===== config.mk =====
export PLATFORM = sky130hd
export DESIGN_NAME = lcv_blk_div
export DESIGN_NICKNAME = d
export VERILOG_FILES = /design/src/lcv_pkg.sv /design/src/lcv_blk_div.sv
export SDC_FILE = /design/constraint.sdc
export NUM_CORES = 2
export LEC_CHECK = 0
export ABC_AREA = 1
export BUFFER_PORTS_ARGS = -buffer_cell sky130_fd_sc_hd__buf_2
export CAP_MARGIN = 40
export CORE_MARGIN = 1
export CORE_UTILIZATION = 59
export DETAILED_ROUTE_END_ITERATION = 12
export GPL_ROUTABILITY_DRIVEN = 0
export PLACE_DENSITY_LB_ADDON = 0.08
export REMOVE_ABC_BUFFERS = 1
export SYNTH_ARGS = -nofsm -noshare
export SYNTH_HDL_FRONTEND = slang
export SYNTH_SLANG_ARGS = --single-unit

===== constraint.sdc =====
create_clock -name clk_i -period 37.1 [get_ports clk_i]
set_input_delay 5.565 -clock clk_i [delete_from_list [all_inputs] [get_ports clk_i]]
set_output_delay 5.565 -clock clk_i [all_outputs]
set_load 0.02 [all_outputs]

===== src/lcv_pkg.sv =====
// Shared types and constants for the linear copy layout validator.
// Holds the transfer payload structs, the status codes and the inter-stage structs.
// No dependencies.
`default_nettype none

package lcv_pkg;

  typedef enum logic [2:0] {
    ST_OK          = 3'd0,
    ST_MISALIGNED  = 3'd1,
    ST_DEPTH_MISS  = 3'd2,
    ST_ROW_MISS    = 3'd3,
    ST_ROW_LONG    = 3'd4,
    ST_ROWS_EXCEED = 3'd5,
    ST_OVERFLOW    = 3'd6,
    ST_NO_FIT      = 3'd7
  } lcv_status_e;

  typedef struct packed {
    logic [31:0] copy_width;
    logic [31:0] copy_height;
    logic [31:0] copy_depth;
    logic [4:0]  block_width;
    logic [4:0]  block_height;
    logic [4:0]  block_bytes;
    logic [31:0] row_stride;
    logic        row_stride_given;
    logic [31:0] image_stride_rows;
    logic        image_stride_given;
    logic [63:0] data_offset;
    logic [63:0] data_size;
  } lcv_in_t;

  typedef struct packed {
    lcv_status_e status;
    logic [63:0] required_bytes;
  } lcv_out_t;

  // long division: 32 quotient bits, LCV_DIV_STEPS per stage
  localparam int unsigned LCV_DIV_STAGES = 4;
  localparam int unsigned LCV_DIV_STEPS  = 32 / LCV_DIV_STAGES;

  typedef struct packed {
    lcv_in_t     item;
    logic [31:0] wblk;
    logic [31:0] hblk;
    logic [4:0]  wrem;
    logic [4:0]  hrem;
  } lcv_div_t;

  typedef struct packed {
    lcv_status_e status;
    logic        cd_nz;
    logic        no_room;
    logic [63:0] per_image;
    logic [63:0] pp_lo;
    logic [63:0] pp_hi;
    logic [63:0] base;
    logic [63:0] avail;
  } lcv_ext_t;

endpackage

`default_nettype wire


===== src/lcv_blk_div.sv =====
// Block division: copy width and height divided by the block size.
// Four-stage restoring long division, eight quotient bits per stage. Uses lcv_pkg.
`default_nettype none

module lcv_blk_div import lcv_pkg::*; (
  input  wire logic     clk_i,
  input  wire logic     rst_ni,
  input  wire logic     valid_i,
  input  wire lcv_in_t  item_i,
  output logic          adv_o,
  output logic          valid_o,
  output lcv_div_t      data_o,
  input  wire logic     adv_i
);

  typedef struct packed {
    logic [31:0] word;
    logic [4:0]  rem;
  } dstep_t;

  function automatic dstep_t div_steps(dstep_t s, logic [4:0] d);
    logic [5:0] t;
    dstep_t     o;
    o = s;
    for (int k = 0; k < LCV_DIV_STEPS; k++) begin
      t = {o.rem, o.word[31]};
      o.word = {o.word[30:0], 1'b0};
      if (t >= {1'b0, d}) begin
        t = t - {1'b0, d};
        o.word[0] = 1'b1;
      end
      o.rem = t[4:0];
    end
    return o;
  endfunction

  logic [LCV_DIV_STAGES-1:0] valid_q;
  logic [LCV_DIV_STAGES-1:0] valid_d;
  logic [LCV_DIV_STAGES:0]   en;
  lcv_in_t                   item_q [LCV_DIV_STAGES];
  lcv_in_t                   item_d [LCV_DIV_STAGES];
  dstep_t                    w_q    [LCV_DIV_STAGES];
  dstep_t                    w_d    [LCV_DIV_STAGES];
  dstep_t                    h_q    [LCV_DIV_STAGES];
  dstep_t                    h_d    [LCV_DIV_STAGES];

  always_comb begin
    en[LCV_DIV_STAGES] = adv_i;
    for (int k = LCV_DIV_STAGES - 1; k >= 0; k--) begin
      en[k] = !valid_q[k] || en[k+1];
    end
  end

  always_comb begin
    valid_d[0] = valid_i;
    item_d[0]  = item_i;
    w_d[0]     = div_steps('{word: item_i.copy_width, rem: 5'd0}, item_i.block_width);
    h_d[0]     = div_steps('{word: item_i.copy_height, rem: 5'd0}, item_i.block_height);
    for (int k = 1; k < LCV_DIV_STAGES; k++) begin
      valid_d[k] = valid_q[k-1];
      item_d[k]  = item_q[k-1];
      w_d[k]     = div_steps(w_q[k-1], item_q[k-1].block_width);
      h_d[k]     = div_steps(h_q[k-1], item_q[k-1].block_height);
    end
  end

  always_ff @(posedge clk_i or negedge rst_ni) begin
    if (!rst_ni) begin
      valid_q <= '0;
    end else begin
      for (int k = 0; k < LCV_DIV_STAGES; k++) begin
        if (en[k]) begin
          valid_q[k] <= valid_d[k];
        end
      end
    end
  end

  always_ff @(posedge clk_i) begin
    for (int k = 0; k < LCV_DIV_STAGES; k++) begin
      if (en[k]) begin
        item_q[k] <= item_d[k];
        w_q[k]    <= w_d[k];
        h_q[k]    <= h_d[k];
      end
    end
  end

  assign adv_o       = en[0];
  assign valid_o     = valid_q[LCV_DIV_STAGES-1];
  assign data_o.item = item_q[LCV_DIV_STAGES-1];
  assign data_o.wblk = w_q[LCV_DIV_STAGES-1].word;
  assign data_o.hblk = h_q[LCV_DIV_STAGES-1].word;
  assign data_o.wrem = w_q[LCV_DIV_STAGES-1].rem;
  assign data_o.hrem = h_q[LCV_DIV_STAGES-1].rem;

  a_hold_last: assert property (@(posedge clk_i) disable iff (!rst_ni)
    valid_q[LCV_DIV_STAGES-1] && !adv_i |=> valid_q[LCV_DIV_STAGES-1] &&
      $stable(w_q[LCV_DIV_STAGES-1]) && $stable(h_q[LCV_DIV_STAGES-1]))
    else $error("held division result changed");

  a_rem_bound: assert property (@(posedge clk_i) disable iff (!rst_ni)
    valid_o && data_o.item.block_width != 5'd0 |-> data_o.wrem < data_o.item.block_width)
    else $error("width remainder not below block width");

endmodule

`default_nettype wire


Word-level counts from Yosys, hierarchy flattened. Memories as Yosys holds them, arrays and structs flattened. Index checks and enable logic that the tools add are counted.

Flip-flop bits (word level): 4. RAM bits: 1516. Input port bits: 309. Output and inout port bits: 381. Word-level logic and storage cells: 279. Memories: 3.

Add/sub/neg operators: 64. Order comparisons: 64. Mux-type cells: 136. Reduce and logical (&&, ||, !) cells: 8.

Memories: item_q (words 4, width 305, read ports 4, clocked after memory_dff 0, write ports 4, RTL line lcv_blk_div.sv:40) `lcv_in_t item_q [LCV_DIV_STAGES];`; h_q (words 4, width 37, read ports 4, clocked after memory_dff 0, write ports 4, RTL line lcv_blk_div.sv:44) `dstep_t h_q [LCV_DIV_STAGES];`; w_q (words 4, width 37, read ports 4, clocked after memory_dff 0, write ports 4, RTL line lcv_blk_div.sv:42) `dstep_t w_q [LCV_DIV_STAGES];`.

Operators by type and width (number): 6-bit by 5-bit greater-or-equal comparator with 1-bit output (62); 5-bit 2-to-1 mux (64); 5-bit subtractor (62); 1-bit 2-to-1 mux (72); 1-bit by 5-bit greater-or-equal comparator with 1-bit output (2); 1-bit by 5-bit subtractor with 5-bit output (2); 1-bit logical NOT (4); 1-bit logical OR (4).

Logic depth before layout (Yosys ltp). An unclocked memory read counts as a cell.

Word-level depth: 17. Depth in mapped cells: 80. Depth with buffers taken out: 80.

Least setup slack after synthesis. OpenSTA, ideal clock, no wires.

Path type: input -> output. Start point: in adv_i. End point: out adv_o. Arrival: 27.972 ns. Required time: 31.535 ns. Path slack: 3.563 ns. Cell stages on the path: 6. Cell sequence: nor2_1 inv_1 nor2_1 inv_1 nor2_1 nand2_1.

Word-level cells in the longest chain between the ends: 4.

RTL lines: start: declaration (RTL line lcv_blk_div.sv:13) `input wire logic adv_i`; 1-bit logical OR (RTL line lcv_blk_div.sv:50) `en[k] = !valid_q[k] || en[k+1];`; net en[3] (RTL line lcv_blk_div.sv:39) `logic [LCV_DIV_STAGES:0] en;`; 1-bit logical OR (RTL line lcv_blk_div.sv:50); net en[2] (RTL line lcv_blk_div.sv:39); 1-bit logical OR (2 in a row) (RTL line lcv_blk_div.sv:50); end: declaration (RTL line lcv_blk_div.sv:10) `output logic adv_o,`.

The timed path passes the listed nets, and every way through them passes these cells.

==> metrics.log <==
[metrics] min-delay worst type: flip-flop to flip-flop
[metrics] remaining antenna violation count: 0
[metrics] worst-skew pair later-pin latency: 750 ps
[metrics] overall die area: 103,000 um^2
[metrics] adder-cell area share of the yosys netlist: 8.62%
[metrics] Global Route Usage Sum: 24.5%
[metrics] number of setup buffers added after CTS: 0
[metrics] most used flip-flop cell after synthesis: sky130_fd_sc_hd__edfxtp_1
[metrics] final-report max-slew violation count: 0
[metrics] endpoint of the worst setup timing path: w_q[0][1]$_DFFE_PP_
[metrics] CTS Root Cell: sky130_fd_sc_hd__clkbuf_16
[metrics] Fill cells: 7,045
[metrics] floorplan die width: 321 um
[metrics] vias in the first global route: 33,700
[metrics] TritonRoute pass-1 iters: 5
[metrics] Starting Density: 59.7%
[metrics] number of hold-slack violations in the final timing report: 0
[metrics] RR Startpoint: item_q[1][200]$_DFFE_PP_
[metrics] GRT overflow: 0
[metrics] top-level port count: 690
[metrics] number of standard cells after synthesis: 4,239
[metrics] vertical extent of the die: 321 um
[metrics] hold path depth: 0
[metrics] synthesized area: 60,000 um^2
[metrics] run status: complete, no violations
[metrics] type of element capturing the critical path: flip-flop
[metrics] final net count: 5,772
[metrics] Longest Clk Path Bufs: 3
[metrics] final worst path period share: 45.7%
[metrics] clock input transition at the sequential cells of the worst setup and hold paths: 60 ps
[metrics] Synth warnings: 0
[metrics] endpoint of the worst register-to-register path: h_q[2][4]$_DFFE_PP_
[metrics] DRC violation count after routing: 0
[metrics] estimated wirelength of the detail-placed design: 88,300 um
[metrics] max-cap violations: 0
[metrics] Port-buffer cells: 689
[metrics] setup repair after global routing missed its margin: false
[metrics] Area Overhead vs Synth: 16.4%
[metrics] startpoint type of the worst setup path: primary input
[metrics] mean post-synth cell area: 14.1 um^2
[metrics] Placeable Area: 100,000 um^2
[metrics] Async SR Flop Fraction: 0.281%
[metrics] routed via count divided by cell count: 5.25
[metrics] worst reg-to-reg setup slack: 23,320 ps
[metrics] ratio of cells with drive above 1 in the final layout: 19.9%
[metrics] sum of negative setup slack: 0 ps
[metrics] critical path peak fanout: 10
[metrics] first-pass GRT wire length: 191,000 um
[metrics] number of synthesized flops with an enable pin: 1,420
[metrics] Hold-fix buffers, CTS: 0
[metrics] flip-flop and latch count after synthesis: 1,424
[metrics] crit-path max cell delay: 440 ps
[metrics] count of clock tree sinks: 1,424
[metrics] area fraction in and, or, nand and nor cells after synthesis: 11.4%
[metrics] number of buffers created by CTS: 140
[metrics] Final Setup Violations: 0
[metrics] Max Clock Skew: 26.2 ps
[metrics] kind of critical path: primary input to flip-flop
[metrics] initial antenna violation count: 30
[metrics] count of cells resized by post-cts repair: 0
[metrics] area fraction in compound gates after synthesis: 3.10%
[metrics] Crit path top cell by count: sky130_fd_sc_hd__nand2_1
[metrics] required time of the critical path: 37,720 ps
[metrics] transition time at the pin with the least slew margin: 1160 ps
[metrics] number of DRC markers after the initial detailed-route iteration: 2,331
[metrics] CTS tree: done
[metrics] number of placement rows: 116
[metrics] pin count of the biggest net entering global routing: 165
[metrics] H-tree Lvls: 4
[metrics] startpoint of the most critical setup path: item_i[205]
[metrics] mux contribution to synthesized area: 0%
[metrics] cell type of the slowest stage on the worst timing path: sky130_fd_sc_hd__fa_1
[metrics] via total after detailed routing: 34,400
[metrics] sequential element share of the synthesized area: 71.3%
[metrics] xor-xnor portion of the synthesized cell area: 2.51%
[metrics] Routed WL per cell: 19.1 um
[metrics] total wire length: 125,000 um
[metrics] worst-case headroom to the max-slew limit: 22.9%
[metrics] fmax: 59.0 MHz
[metrics] Distinct cells, synth: 48
[metrics] Arrival @ worst endpoint: 17,560 ps
[metrics] depth of the most critical reg-to-reg path: 68
[metrics] Final min period: 16,950 ps
[metrics] main combinational cell family by area after synthesis: simple AND/OR/NAND/NOR gates
-- state kept, by name (all words and copies together), names as in the netlist --
name,flops
h_q,145
w_q,145
item_q,1130
valid_q,4
-- cell families (layout without fill, tap and decap cells) --
logic type                 Yosys count  count (layout)
buffers and inverters              499            1449
adders and majority gates          376             376
DFF                               1424            1424
other                                0               4
and+or+nand+nor                   1439            1439
AOI/OAI and AO/OA                  329             329
xor gates and xnor gates           172             172
-- layout by cell type, fill, tap and decap left out, drive strengths merged, types with 7 or more instances in the layout --
cell	count
nand2	867
nor2	193
a211oi	20
buf	707
ha	314
nand4	30
a21oi	120
fa	62
a21boi	10
nand3	307
nor3	12
clkinv	50
xnor2	67
nor4	7
edfxtp	1420
o21ai	151
bufinv	11
o31ai	8
nand3b	18
xor2	105
clkbuf	171
inv	506
-- per-layer routing --
layer,up-vias,part of all wire [%],track usage [%]
li1,16700,-,-
met1,16500,40,30.5
met2,932,51,42.9
met3,252,6.1,5.49
met4,16,2.7,7.51
met5,-,0.082,0
-- Yosys cell counts (all sizes together) (3+ instances only) --
cell | number | area share, %
a31oi | 3 | 0.031
o21ai | 151 | 1.3
ha | 314 | 6.6
o31ai | 8 | 0.10
a21boi | 10 | 0.18
nor4 | 7 | 0.073
nand2 | 867 | 5.8
a31o | 4 | 0.058
nor3 | 12 | 0.10
fa | 62 | 2.1
a41oi | 3 | 0.044
xnor2 | 67 | 0.98
xor2 | 105 | 1.5
a21oi | 120 | 1.0
nand4 | 30 | 0.31
inv | 498 | 3.1
a21o | 3 | 0.038
nand3b | 18 | 0.23
dfrtp | 4 | 0.17
a211oi | 20 | 0.25
nand3 | 307 | 3.4
edfxtp | 1420 | 71
or2 | 3 | 0.031
nor2 | 193 | 1.3
-- metrics by stage --
stage               util (%)  hold WS, ps  setup WS [ps]  instance area [um^2]  instances
CTS                     69.5          402          20350                 69800       6546
floorplan                  -          400           3560                 60000       4238
finish                  69.5          400          20150                 69800       6550
global route            69.5          413          19000                 69800       6549
global placement        65.0          400          20140                 65300       6299
detailed placement      65.1          405          19600                 65400       6302
-- layout make-up --
cell class | count | area [um^2] | share of cell area, %
diodes | 4 | 10.0 | 0.0143
repair buffers | 707 | 3690 | 5.28
well taps | 1357 | 1700 | 2.43
clock inverters | 73 | 756 | 1.08
flip-flops and latches | 1424 | 42700 | 61.3
clock buffers | 171 | 3640 | 5.22
multi-input cells | 2316 | 15400 | 22.0
inverters | 498 | 1890 | 2.71
-- worst min path at each step --
stage | startpoint | endpoint | slack, ps
floorplan | h_q[0][5]$_DFFE_PP_ | h_q[1][13]$_DFFE_PP_ | 400
global placement | item_q[2][291]$_DFFE_PP_ | item_q[3][291]$_DFFE_PP_ | 400
detailed placement | h_q[0][15]$_DFFE_PP_ | h_q[1][23]$_DFFE_PP_ | 400
CTS | item_q[1][81]$_DFFE_PP_ | item_q[2][81]$_DFFE_PP_ | 400
global route | item_q[2][75]$_DFFE_PP_ | item_q[3][75]$_DFFE_PP_ | 410
finish | w_q[2][5]$_DFFE_PP_ | w_q[3][13]$_DFFE_PP_ | 400
-- critical path: cells and delay by family --
family | cells | cell delay, ps
adders and majority gates | 7 | 2570
and+or+nand+nor | 22 | 2670
AOI/OAI and AO/OA | 24 | 5370
buffers and inverters | 9 | 1420
Power is not shown: default switching activity piles up to over one toggle a cycle in this logic, so the estimate is an artifact.
