## src/lcv_pkg.sv

```systemverilog
// Shared types and constants for the linear copy layout validator.
// Holds the transfer payload structs, the status codes and the inter-stage structs.
// No dependencies.
`default_nettype none

package lcv_pkg;

  typedef enum logic [2:0] {
    ST_OK          = 3'd0,
    ST_MISALIGNED  = 3'd1,
    ST_DEPTH_MISS  = 3'd2,
    ST_ROW_MISS    = 3'd3,
    ST_ROW_LONG    = 3'd4,
    ST_ROWS_EXCEED = 3'd5,
    ST_OVERFLOW    = 3'd6,
    ST_NO_FIT      = 3'd7
  } lcv_status_e;

  typedef struct packed {
    logic [31:0] copy_width;
    logic [31:0] copy_height;
    logic [31:0] copy_depth;
    logic [4:0]  block_width;
    logic [4:0]  block_height;
    logic [4:0]  block_bytes;
    logic [31:0] row_stride;
    logic        row_stride_given;
    logic [31:0] image_stride_rows;
    logic        image_stride_given;
    logic [63:0] data_offset;
    logic [63:0] data_size;
  } lcv_in_t;

  typedef struct packed {
    lcv_status_e status;
    logic [63:0] required_bytes;
  } lcv_out_t;

  // long division: 32 quotient bits, LCV_DIV_STEPS per stage
  localparam int unsigned LCV_DIV_STAGES = 4;
  localparam int unsigned LCV_DIV_STEPS  = 32 / LCV_DIV_STAGES;

  typedef struct packed {
    lcv_in_t     item;
    logic [31:0] wblk;
    logic [31:0] hblk;
    logic [4:0]  wrem;
    logic [4:0]  hrem;
  } lcv_div_t;

  typedef struct packed {
    lcv_status_e status;
    logic        cd_nz;
    logic        no_room;
    logic [63:0] per_image;
    logic [63:0] pp_lo;
    logic [63:0] pp_hi;
    logic [63:0] base;
    logic [63:0] avail;
  } lcv_ext_t;

endpackage

`default_nettype wire

```

## src/lcv_size.sv

```systemverilog
// Size stages: full depth product, overflow test, required byte count and the
// fit check against the buffer. Three register stages, the last drives the output. Uses lcv_pkg.
`default_nettype none

module lcv_size import lcv_pkg::*; (
  input  wire logic     clk_i,
  input  wire logic     rst_ni,
  input  wire logic     valid_i,
  input  wire lcv_ext_t data_i,
  output logic          adv_o,
  output logic          valid_o,
  output lcv_out_t      data_o,
  input  wire logic     adv_i
);

  logic [2:0]  valid_q;
  logic [3:0]  en;

  lcv_ext_t    ext_q;
  logic [95:0] prod_q, prod_d;

  lcv_status_e status_q;
  logic        no_room_q;
  logic [63:0] avail_q;
  logic        over_q, over_d;
  logic [63:0] req_q, req_d;

  lcv_out_t    out_q, out_d;

  always_comb begin
    en[3] = adv_i;
    for (int k = 2; k >= 0; k--) begin
      en[k] = !valid_q[k] || en[k+1];
    end
  end

  assign prod_d = {32'd0, data_i.pp_lo} + {data_i.pp_hi, 32'd0};

  always_comb begin
    over_d = ext_q.cd_nz && (prod_q[95:64] != 32'd0);
    req_d  = ext_q.cd_nz ? prod_q[63:0] - ext_q.per_image + ext_q.base : 64'd0;
  end

  always_comb begin
    if (status_q != ST_OK) begin
      out_d.status         = status_q;
      out_d.required_bytes = 64'd0;
    end else if (over_q) begin
      out_d.status         = ST_OVERFLOW;
      out_d.required_bytes = 64'd0;
    end else if (no_room_q || req_q > avail_q) begin
      out_d.status         = ST_NO_FIT;
      out_d.required_bytes = req_q;
    end else begin
      out_d.status         = ST_OK;
      out_d.required_bytes = req_q;
    end
  end

  always_ff @(posedge clk_i or negedge rst_ni) begin
    if (!rst_ni) begin
      valid_q <= '0;
    end else begin
      if (en[0]) begin
        valid_q[0] <= valid_i;
      end
      if (en[1]) begin
        valid_q[1] <= valid_q[0];
      end
      if (en[2]) begin
        valid_q[2] <= valid_q[1];
      end
    end
  end

  always_ff @(posedge clk_i) begin
    if (en[0]) begin
      ext_q  <= data_i;
      prod_q <= prod_d;
    end
    if (en[1]) begin
      status_q  <= ext_q.status;
      no_room_q <= ext_q.no_room;
      avail_q   <= ext_q.avail;
      over_q    <= over_d;
      req_q     <= req_d;
    end
    if (en[2]) begin
      out_q <= out_d;
    end
  end

  assign adv_o   = en[0];
  assign valid_o = valid_q[2];
  assign data_o  = out_q;

  a_early_zero: assert property (@(posedge clk_i) disable iff (!rst_ni)
    valid_q[2] && (out_q.status == ST_MISALIGNED || out_q.status == ST_DEPTH_MISS ||
      out_q.status == ST_ROW_MISS || out_q.status == ST_ROW_LONG ||
      out_q.status == ST_ROWS_EXCEED || out_q.status == ST_OVERFLOW)
      |-> out_q.required_bytes == 64'd0)
    else $error("failed check carries a byte count");

  a_move_out: assert property (@(posedge clk_i) disable iff (!rst_ni)
    valid_q[1] && en[2] |=> valid_q[2])
    else $error("item lost entering output stage");

endmodule

`default_nettype wire

```

## config.mk

```make
export PLATFORM = sky130hd
export DESIGN_NAME = lcv_size
export DESIGN_NICKNAME = d
export VERILOG_FILES = /design/src/lcv_pkg.sv /design/src/lcv_size.sv
export SDC_FILE = /design/constraint.sdc
export NUM_CORES = 1
export LEC_CHECK = 0
export BUFFER_PORTS_ARGS = -buffer_cell sky130_fd_sc_hd__buf_2
export CORE_ASPECT_RATIO = 2
export CORE_MARGIN = 2
export CORE_UTILIZATION = 39
export DETAILED_ROUTE_END_ITERATION = 10
export PLACE_DENSITY = 0.64
export SYNTH_ARGS = -nofsm -noshare
export SYNTH_HDL_FRONTEND = slang
export SYNTH_SLANG_ARGS = --single-unit
```

## constraint.sdc

```tcl
create_clock -name clk_i -period 12 [get_ports clk_i]
set_input_delay 1.2 -clock clk_i [delete_from_list [all_inputs] [get_ports clk_i]]
set_output_delay 1.2 -clock clk_i [all_outputs]
set_load 0.01 [all_outputs]
```

Word level (Yosys, flattened, before mapping)
Index checks and enable logic that the tools add are counted.
{ "op_classes": {"n_addsub": 3, "magnitude_cmp": 1, "n_mux": 3, "reduce_logical": 11} }
{ "op_table": {"columns": ["op", "count"], "rows": [
  ["two-way mux 67 bit", 3],
  ["adder 64 x 96 -> 96 bit", 1],
  ["adder 64 bit", 1],
  ["greater-than comparator 64 bit", 1],
  ["subtractor 64 bit", 1],
  ["nonzero test 32 bit", 1],
  ["logical OR 1 bit", 4],
  ["logical NOT 1 bit", 3],
  ["nonzero test 3 bit", 1],
  ["OR reduction 2 bit", 1],
  ["logical AND 1 bit", 1]
]} }
{ "totals": {"regBits": 496, "in_bits": 329, "output_inout_bits": 69, "elab_cells": 35} }

Depth between registers and ports, before layout
Gate-level depths: netlist of the first run.
{ "depth": {"word_depth": 5, "ltp_mapped": 14, "ltp_nobuf": 14} }

Worst setup path before layout of the first run
OpenSTA, ideal clock, no wires.
{ "synth_path": {"path_type": "input port to flip-flop", "from": "input adv_i", "to": "register ext_q[0] (netlist name), enable pin", "setup_ns": 3.583, "arrival_time_ns": 9.314, "required_ns": 8.417, "setup_slack_ns": -0.898, "cell_stages": 1, "path_buffers": 0, "path_cell_list": "nand4b_1"} }
{ "synth_between": {"elab_chain_cells": 3} }
{ "synth_rtl": {"columns": ["item", "line", "rtl"], "rows": [
  ["start: declaration", "lcv_size.sv:13", "input wire logic adv_i"],
  ["logical OR 1 bit (3 in a row)", "lcv_size.sv:33", "en[k] = !valid_q[k] || en[k+1];"],
  ["end signal: assignment", "lcv_size.sv:78", "ext_q <= data_i;"],
  ["end: declaration", "lcv_size.sv:19", "lcv_ext_t ext_q;"]
]} }
Every way passes these cells.
A chain may end at the register's enable or synchronous reset.

Worst setup path after layout of the first run
{ "layout_path": {"from": "register ext_q[65] (netlist name)", "to": "register req_q[56], data pin"} }
{ "layout_between": {"elab_chain_cells": 1} }
{ "layout_rtl": {"columns": ["item", "line", "rtl"], "rows": [
  ["adder 64 bit", "lcv_size.sv:41", "req_d = ext_q.cd_nz ? prod_q[63:0] - ext_q.per_image + ext_q.base : 64'd0;"],
  ["end signal: assignment", "lcv_size.sv:86", "req_q <= req_d;"],
  ["end: declaration", "lcv_size.sv:26", "logic [63:0] req_q, req_d;"]
]} }
Every way passes these cells.

==> results.cfg, run 1 <==
[status]
status = complete, no violations

[yosys]
postSynthCellCount = 2099
syn_nets = 2652
synth_edf_count = 493
netlist_area_mm2 = 0.02580
seq_area_frac_synth_pct = 57.68
ys.flop_type = edfxtp_1
yosys_warnings = 0
async_flop_share_pct = 0.6048
avgSynthCellArea_um2 = 12.29
yosysTopAreaCellShare_pct = 57.39
yosys_register_bits = 496
yosys.area.top_type = edfxtp_1
synthDistinctLibCells = 72
yosys-top-cells-area = edfxtp_1 57%, ha_1 7.8%, inv_1 5.0%

[final_layout]
final_cell_mix = 493 x edfxtp_1, 397 x buf_2, 345 x inv_1, 160 x ha_1, 129 x a21oi_1
layout-drive-gt1-share_pct = 19.64
syn2layout_area_growth_pct = 17.98
final_common_cell = edfxtp_1
multi_input_area_mm2 = 0.009484
regArea_mm2 = 0.01488
fin_nets = 3067
fillCellCount = 6118
utilization_pct = 46.42

[floorplan]
start_util_pct = 39.35
num_io_pins = 398
fp.dieH_um = 367.7
rows = 133
fp.dieArea_mm2 = 0.06834
chipWidth_um = 185.9
core_mm2 = 0.06557

[timing]
rsz0062_at_grt = false
max_slew.worst_pin.slew_ns = 1.099
timing.final.hold_violations = 0
finalWorstSetupSlack_ns = 7.543
fin_crit_sh_pct = 37.14
finalCriticalPeriod_ns = 4.457
skew_ns = 0.02523
slew_viol_final = 0
relSlewSlack_pct = 26.75
setup_viol_count_final = 0
clock.fmax_ghz = 0.2244
fin_tns_setup_ns = 0

[power]
p_int_uw = 3831
power_frac_comb_pct = 32.3
seq_power_share_pct = 40.6
p_per_area_mw_per_mm2 = 189.9
p_leak_uw = 0.01355
ir_drop_mv = 0.1579
power_switching_share_pct = 33.71
p_sw_uw = 1949
clkPwrFrac_pct = 27.0

[hold_path]
min_path_type = input port to asynchronous set/reset pin

[clock_network]
clk_pin_slew_worst_paths_ns = 0.06
cts-root-buf = clkbuf_16
cts_buffers = 47
cts_tree = yes
clock-sinks = 496
clockBufferDepth = 3
post_cts_resized = 0
htreeDepth = 2
hold_buffers = 0
insertion_delay_ns = 0.61
post-cts-setup-buffers = 0

[worst_setup_path]
cp_num_buf_inv = 2
path_delay_family = compound AO/OA/AOI/OAI gates
worstSetupStartpoint = ext_q[65]
path_class = flip-flop to flip-flop
rrSetupSlack_ns = 7.54
reg2regPathDepth = 13
crit_chain = inv_1, fa_1, inv_1, fa_1, a21oi_1, o22ai_1, o31ai_2, o41a_1, o21ai_1, a31oi_2, o31ai_4, a31oi_1, mux2i_1
required_ns = 12.44
crit_slowest_cell = o31ai_2
r2r-end = req_q[56]
crit_fanout = 4
cp.depth = 13
cp_slowest_stage_delay_ns = 0.61
crit_end = req_q[56]
r2r_start = ext_q[65]
critPathLaunchType = flip-flop
crit_arrival_ns = 4.90
end_kind = flip-flop

[drt]
routedWlPerCell_um = 19.38
ant_nets = 0
drt-initial-drc-count = 859
via_count = 17130
wirelength_um = 66530
post-route-drc-count = 0
first_pass_iters = 7
via_per_inst = 4.988

[global_route]
grt_overflow = 0
grt_pass1_vias = 18340
grt_max_degree = 148
gr-usage-all-layers_pct = 19.44
antenna_found_initial = 14
grt_first_pass_wirelength_um = 100600

[place]
portBuffers = 397
dp_hpwl_um = 52280
dp_slack_ns = 7.241
gp_congestion = 0.9164

[job]
cap_violations = 0
[worst reg2reg max path: cells and delay by family (launching register included)]
family | cells | cell delay, ns
adder cells (fa/ha/maj) | 2 | 0.99
buffers and inverters | 2 | 0.12
flip-flops | 1 | 0.32
multiplexers | 1 | 0.25
AO/OA/AOI/OAI | 8 | 2.63
[registers in the layout, summed over array words and instances, names as in the netlist]
name and flops:
prod_q 96, status_q 3, valid_q 3, avail_q 64
ext_q 197, over_q 1, no_room_q 1, req_q 64
data_o 67
[area by class of cell]
type	count	share of cell area, %
clock buffer	51	3.913
sequential	496	48.89
multi-input combinational	1219	31.16
antenna	5	0.04111
timing repair buffer	405	6.766
inverter	345	4.255
tap	877	3.605
clock inverter	35	1.373
[worst min path at each step]
| stage | cells past startpoint | end | slack, ns | from |
|---|---|---|---|---|
| global route | 1 | valid_q[0] | 0.36 | rst_ni |
| finish | 1 | valid_q[0] | 0.39 | rst_ni |
| floorplan | 0 | avail_q[0] | 0.40 | ext_q[0] |
| CTS | 1 | valid_q[0] | 0.34 | rst_ni |
| detailed placement | 0 | avail_q[22] | 0.40 | ext_q[22] |
| global placement | 0 | avail_q[24] | 0.40 | ext_q[24] |
[power by group through the flow]
| stage | Clock, µW | Sequential (µW) | Combinational (µW) |
|---|---|---|---|
| global route | 1680 | 2380 | 2080 |
| CTS | 1610 | 2350 | 1870 |
| floorplan | 0 | 2380 | 1290 |
| detailed placement | 0 | 2390 | 1860 |
| finish | 1560 | 2350 | 1870 |
| global placement | 0 | 2380 | 1830 |
[kinds of logic after synthesis]
family	synth area share, %
AOI/OAI and AO/OA	9.458
xor gates and xnor gates	3.667
adders and majority gates	12.73
buffers and inverters	5.612
DFF	57.68
muxes	0.3929
and+or+nand+nor	10.47
[metrics by stage]
| stage | std cells | instance area (µm²) | total power, µW | hold WS (ns) |
|---|---|---|---|---|
| after floorplan | 2099 | 25800 | 3668 | 0.4003 |
| after global placement | 3342 | 28820 | 4209 | 0.4013 |
| after detailed placement | 3342 | 28820 | 4247 | 0.4045 |
| after CTS | 3428 | 30420 | 5837 | 0.3429 |
| after global routing | 3430 | 30430 | 6131 | 0.3569 |
| final | 3433 | 30440 | 5780 | 0.3886 |
[cells in the mapped netlist, types with 19 or more instances]
library cell and n:
a21oi_1 129, edfxtp_1 493, nor3_1 32, and2_1 117, clkbuf_1 33, inv_1 345
xor2_1 43, ha_1 160, a21o_1 62, nor2_1 73, fa_1 64, nand4_1 42
xnor2_1 65, nor2b_1 25, nand2_1 99, nand2b_1 25, nand3_1 29, o21ai_0 57
o21bai_1 19
[metal layers]
metal  share of wire (%)  vias to the layer above  global-route usage (%)
met1                  37                     8110                   21.23
met5                0.13                        -                       0
li1                    -                     8231                       -
met3                 6.9                      153                   4.184
met4                 4.6                       14                   8.692
met2                  51                      617                   35.45
(Power assumes the default switching activity.)
==> inputs of run 2 (changes only) <==
==> constraint.sdc (replaced) <==
create_clock -name clk_i -period 3.61 [get_ports clk_i]
set_input_delay 0.361 -clock clk_i [delete_from_list [all_inputs] [get_ports clk_i]]
set_output_delay 0.361 -clock clk_i [all_outputs]
set_load 0.01 [all_outputs]
==> results.cfg, run 2 (same netlist as run 1, synthesis figures left out) <==
[place]
dp_cells = 3480
dp_slack_ns = -0.4239
portBuffers = 397
dp_hpwl_um = 54140
gp_congestion = 0.9166

[clock_network]
clk_pin_slew_worst_paths_ns = 0.07
clockBufferDepth = 3
cts_buffers = 46
htreeDepth = 2
insertion_delay_ns = 0.60
cts_tree = yes
clock-sinks = 496
cts-root-buf = clkbuf_16

[timing]
timing.final.hold_violations = 0
finalWorstSetupSlack_ns = 0.02933
setup_viol_count_final = 0
max_slew.worst_pin.slew_ns = 1.083
finalCriticalPeriod_ns = 3.581
skew_ns = 0.02154
slew_viol_final = 0
clock.fmax_ghz = 0.2793
fin_tns_setup_ns = 0
holdWs_ns = 0.04772
fin_crit_sh_pct = 99.19
rsz0062_at_grt = true
relSlewSlack_pct = 27.77

[floorplan]
chipWidth_um = 185.9
fp.dieH_um = 367.7
fp.dieArea_mm2 = 0.06834
core_mm2 = 0.06557
rows = 133
start_util_pct = 39.35
num_io_pins = 398

[worst_setup_path]
cp.depth = 14
end_kind = flip-flop
crit_fanout = 4
critPathLaunchType = flip-flop
required_ns = 3.96
crit_slowest_cell = fa_1
r2r_start = ext_q[262]
path_class = flip-flop to flip-flop
reg2regPathDepth = 14
worstSetupStartpoint = ext_q[262]
cpMostUsedCell = o31ai_4
cp_num_buf_inv = 3
rrSetupSlack_ns = 0.03
crit_end = req_q[56]
crit_arrival_ns = 3.93
crit_chain = fa_1, inv_1, ha_4, buf_6, nand2_2, a32oi_2, o31ai_4, buf_12, o41a_1, o21ai_2, a31oi_4, o31ai_4, a31oi_2, mux2i_1
r2r-end = req_q[56]
cp_slowest_stage_delay_ns = 0.52
path_delay_family = compound AO/OA/AOI/OAI gates

[hold_path]
min_path_type = input port to flip-flop

[final_layout]
final_common_cell = edfxtp_1
syn2layout_area_growth_pct = 32.24
final_cell_mix = 493 x edfxtp_1, 397 x buf_2, 344 x inv_1, 230 x dlygate4sd3_1, 149 x ha_1
final_cells = 3804
layout-drive-gt1-share_pct = 23.58
top_register = ext_q
largest_reg_flops = 197
fin_nets = 3439
utilization_pct = 52.03

[drt]
routedWlPerCell_um = 18.89
wirelength_um = 71850
first_pass_iters = 5
drt-initial-drc-count = 771
via_count = 18620
ant_nets = 0
post-route-drc-count = 0
via_per_inst = 4.895

[global_route]
antenna_found_initial = 11
gr-usage-all-layers_pct = 21.00
grt_max_degree = 120
grt_pass1_vias = 20290
grt_first_pass_wirelength_um = 109100
grt_overflow = 0

[power]
ir_drop_mv = 0.3491
p_per_area_mw_per_mm2 = 591.0
p_leak_uw = 0.01521

[job]
cap_violations = 0

[status]
status = complete, no violations
==> run 2: how the worst min path moves through the flow <==
stage                          from    endpoint  slack, ns  cells after the start
after floorplan              rst_ni  valid_q[0]       0.07                      0
after global placement       rst_ni  valid_q[2]       0.15                      1
after detailed placement     rst_ni  valid_q[2]       0.16                      1
after CTS                 data_i[0]    ext_q[0]      0.002                      1
after global routing      data_i[0]    ext_q[0]       0.02                      1
final                     data_i[0]    ext_q[0]       0.05                      1
==> run 2: cell type report <==
class                      instances  area, µm²
antenna                            5      12.51
clock buffer                      51       1170
clock inverter                    33      270.3
fill                            5744      31450
inverter                         345       1295
multi-input combinational       1219       9889
sequential                       496      14880
tap                              877       1097
timing repair buffer             778       5500
==> run 2: per-stage QoR <==
step           total power, µW  cell area, µm²
4_1_cts                  20080           33820
3_5_place_dp             14860           29890
6_report                 20160           34110
2_1_floorplan            12190           25800
5_1_grt                  21370           34110
3_3_place_gp             14750           29890
==> run 2: timing repair <==
item                                    4_1_cts  5_1_grt
hold buffers                                230        0
pin swaps                                    12       18
setup buffers                                 1        5
endpoints found under the setup margin       33       36
resized for setup                            33       40
endpoints found under the hold margin       232        0
==> run 2: per-layer routing <==
metal	part of all wire (%)	global-route usage, %	vias up
met4	4.9	10.02	14
met1	37	22.36	8881
met2	52	39.36	600
met3	5.4	3.531	166
met5	0.12	0	-
li1	-	-	8961
==> run 2: power by group <==
part,internal [µW],switching (µW)
registers,7420,408
logic,3410,4160
clock network,2520,2250
==> inputs of run 3 (changes only) <==
--- a/config.mk
+++ b/config.mk
@@ -10,7 +10,7 @@
 export CORE_MARGIN = 2
 export CORE_UTILIZATION = 39
 export DETAILED_ROUTE_END_ITERATION = 10
-export PLACE_DENSITY = 0.64
+export PLACE_DENSITY = 0.61
 export SYNTH_ARGS = -nofsm -noshare
 export SYNTH_HDL_FRONTEND = slang
 export SYNTH_SLANG_ARGS = --single-unit
==> constraint.sdc (replaced) <==
create_clock -name clk_i -period 3.7 [get_ports clk_i]
set_input_delay 0.37 -clock clk_i [delete_from_list [all_inputs] [get_ports clk_i]]
set_output_delay 0.37 -clock clk_i [all_outputs]
set_load 0.01 [all_outputs]
==> results.cfg, run 3 (same netlist as run 1, synthesis figures left out) <==
[final_layout]
layout-drive-gt1-share_pct = 22.69
final_common_cell = edfxtp_1
largest_reg_flops = 197
utilization_pct = 51.80
top_register = ext_q
final_cell_mix = 493 x edfxtp_1, 397 x buf_2, 343 x inv_1, 230 x dlygate4sd3_1, 153 x ha_1
fin_nets = 3411
syn2layout_area_growth_pct = 31.65

[global_route]
grt_overflow = 0
grt_pass1_vias = 19940
gr-usage-all-layers_pct = 20.87
antenna_found_initial = 9
grt_first_pass_wirelength_um = 108000
grt_max_degree = 114

[timing]
rsz0062_at_grt = true
fin_tns_setup_ns = 0
clock.fmax_ghz = 0.2779
fin_crit_sh_pct = 97.27
relSlewSlack_pct = 22.43
finalCriticalPeriod_ns = 3.599
timing.final.hold_violations = 0
holdWs_ns = 0.06303
max_slew.worst_pin.slew_ns = 1.160
skew_ns = 0.02482
slew_viol_final = 0
setup_viol_count_final = 0

[floorplan]
fp.dieArea_mm2 = 0.06834
rows = 133
core_mm2 = 0.06557
fp.dieH_um = 367.7
start_util_pct = 39.35
chipWidth_um = 185.9
num_io_pins = 398

[power]
p_int_uw = 13140
p_sw_uw = 6639
p_leak_uw = 0.01513
p_per_area_mw_per_mm2 = 582.5
power_switching_share_pct = 33.56
clkPwrFrac_pct = 25.1
power_frac_comb_pct = 36.3
ir_drop_mv = 0.3857
seq_power_share_pct = 38.6

[drt]
via_count = 18370
post-route-drc-count = 0
wirelength_um = 71290
drt-initial-drc-count = 697
via_per_inst = 4.863
routedWlPerCell_um = 18.87
ant_nets = 0
first_pass_iters = 5

[worst_setup_path]
end_kind = flip-flop
worstSetupStartpoint = ext_q[262]
rrSetupSlack_ns = 0.10
crit_arrival_ns = 3.96
path_class = flip-flop to flip-flop
critPathLaunchType = flip-flop
required_ns = 4.06
crit_fanout = 4
r2r_start = ext_q[262]

[clock_network]
clock-sinks = 496
cts_tree = yes
cts-root-buf = clkbuf_16
insertion_delay_ns = 0.63
clk_pin_slew_worst_paths_ns = 0.07
htreeDepth = 2
clockBufferDepth = 3
cts_buffers = 47

[hold_path]
min_path_type = input port to flip-flop
worstHoldStart = data_i[0]

[status]
status = complete, no violations

[place]
dp_hpwl_um = 55420
portBuffers = 397
gp_congestion = 0.9214

[job]
cap_violations = 0
run 3: path summary, 6_finish.rpt:
path,endpoint,cells past startpoint
worst max register to register,req_q[50],16
worst max-delay path,req_q[50],16
max in group asynchronous,valid_q[0],2
worst min-delay path,ext_q[0],1
min in group asynchronous,valid_q[1],2
worst min register to register,avail_q[48],0
run 3: through the flow:
step | instances | worst slack [ns] | power (µW) | instance area, µm²
2_1_floorplan | 2099 | -8.368 | 11900 | 25800
3_3_place_gp | 3453 | -0.2215 | 14310 | 29720
3_5_place_dp | 3453 | -0.3025 | 14420 | 29720
4_1_cts | 3770 | 0.006161 | 19720 | 33660
5_1_grt | 3773 | -0.05272 | 20990 | 33950
6_report | 3777 | 0.1011 | 19780 | 33960
run 3: power groups by stage:
stage	Clock, µW	Sequential, µW	Combinational (µW)
after detailed placement	0	7780	6640
after floorplan	0	7720	4170
after global placement	0	7770	6540
after CTS	5120	7660	6940
after global routing	5320	7730	7940
final	4960	7640	7180
run 3: timing repair:
item,4_1_cts,5_1_grt
setup endpoints to repair,27,30
hold buffers,230,0
endpoints found under the hold margin,232,0
gates resized for setup,10,50
pin swaps,1,22
buffers inserted,1,4
run 3: worst max-delay path, cell delays in order, from the launching register on:
cell and delay, ns:
edfxtp_1 0.41, fa_1 0.54, inv_1 0.05, ha_1 0.29
buf_4 0.14, nand2_2 0.07, a32oi_2 0.26, o31ai_4 0.11
buf_6 0.15, o31ai_4 0.29, a41oi_2 0.15, buf_6 0.16
o21a_4 0.21, o21ai_2 0.12, buf_4 0.17, xor2_1 0.07
and2_1 0.16
run 3: area by class of cell:
type	instances	area, µm²
inverters	345	1295
well taps	877	1097
clock buffers	52	1215
repair buffers	749	5308
diodes	5	12.51
clock inverters	34	365.4
flip-flops and latches	496	14880
fillers	5693	31600
multi-input cells	1219	9789
run 3: metal layers:
layer,track usage (%),wire length [µm],vias to the layer above,share of wire [%]
li1,-,-,8915,-
met1,22.19,26320,8686,37
met2,38.43,36940,593,52
met3,4.135,4108,165,5.8
met4,10.52,3850,8,5.4
met5,0,59,-,0.083
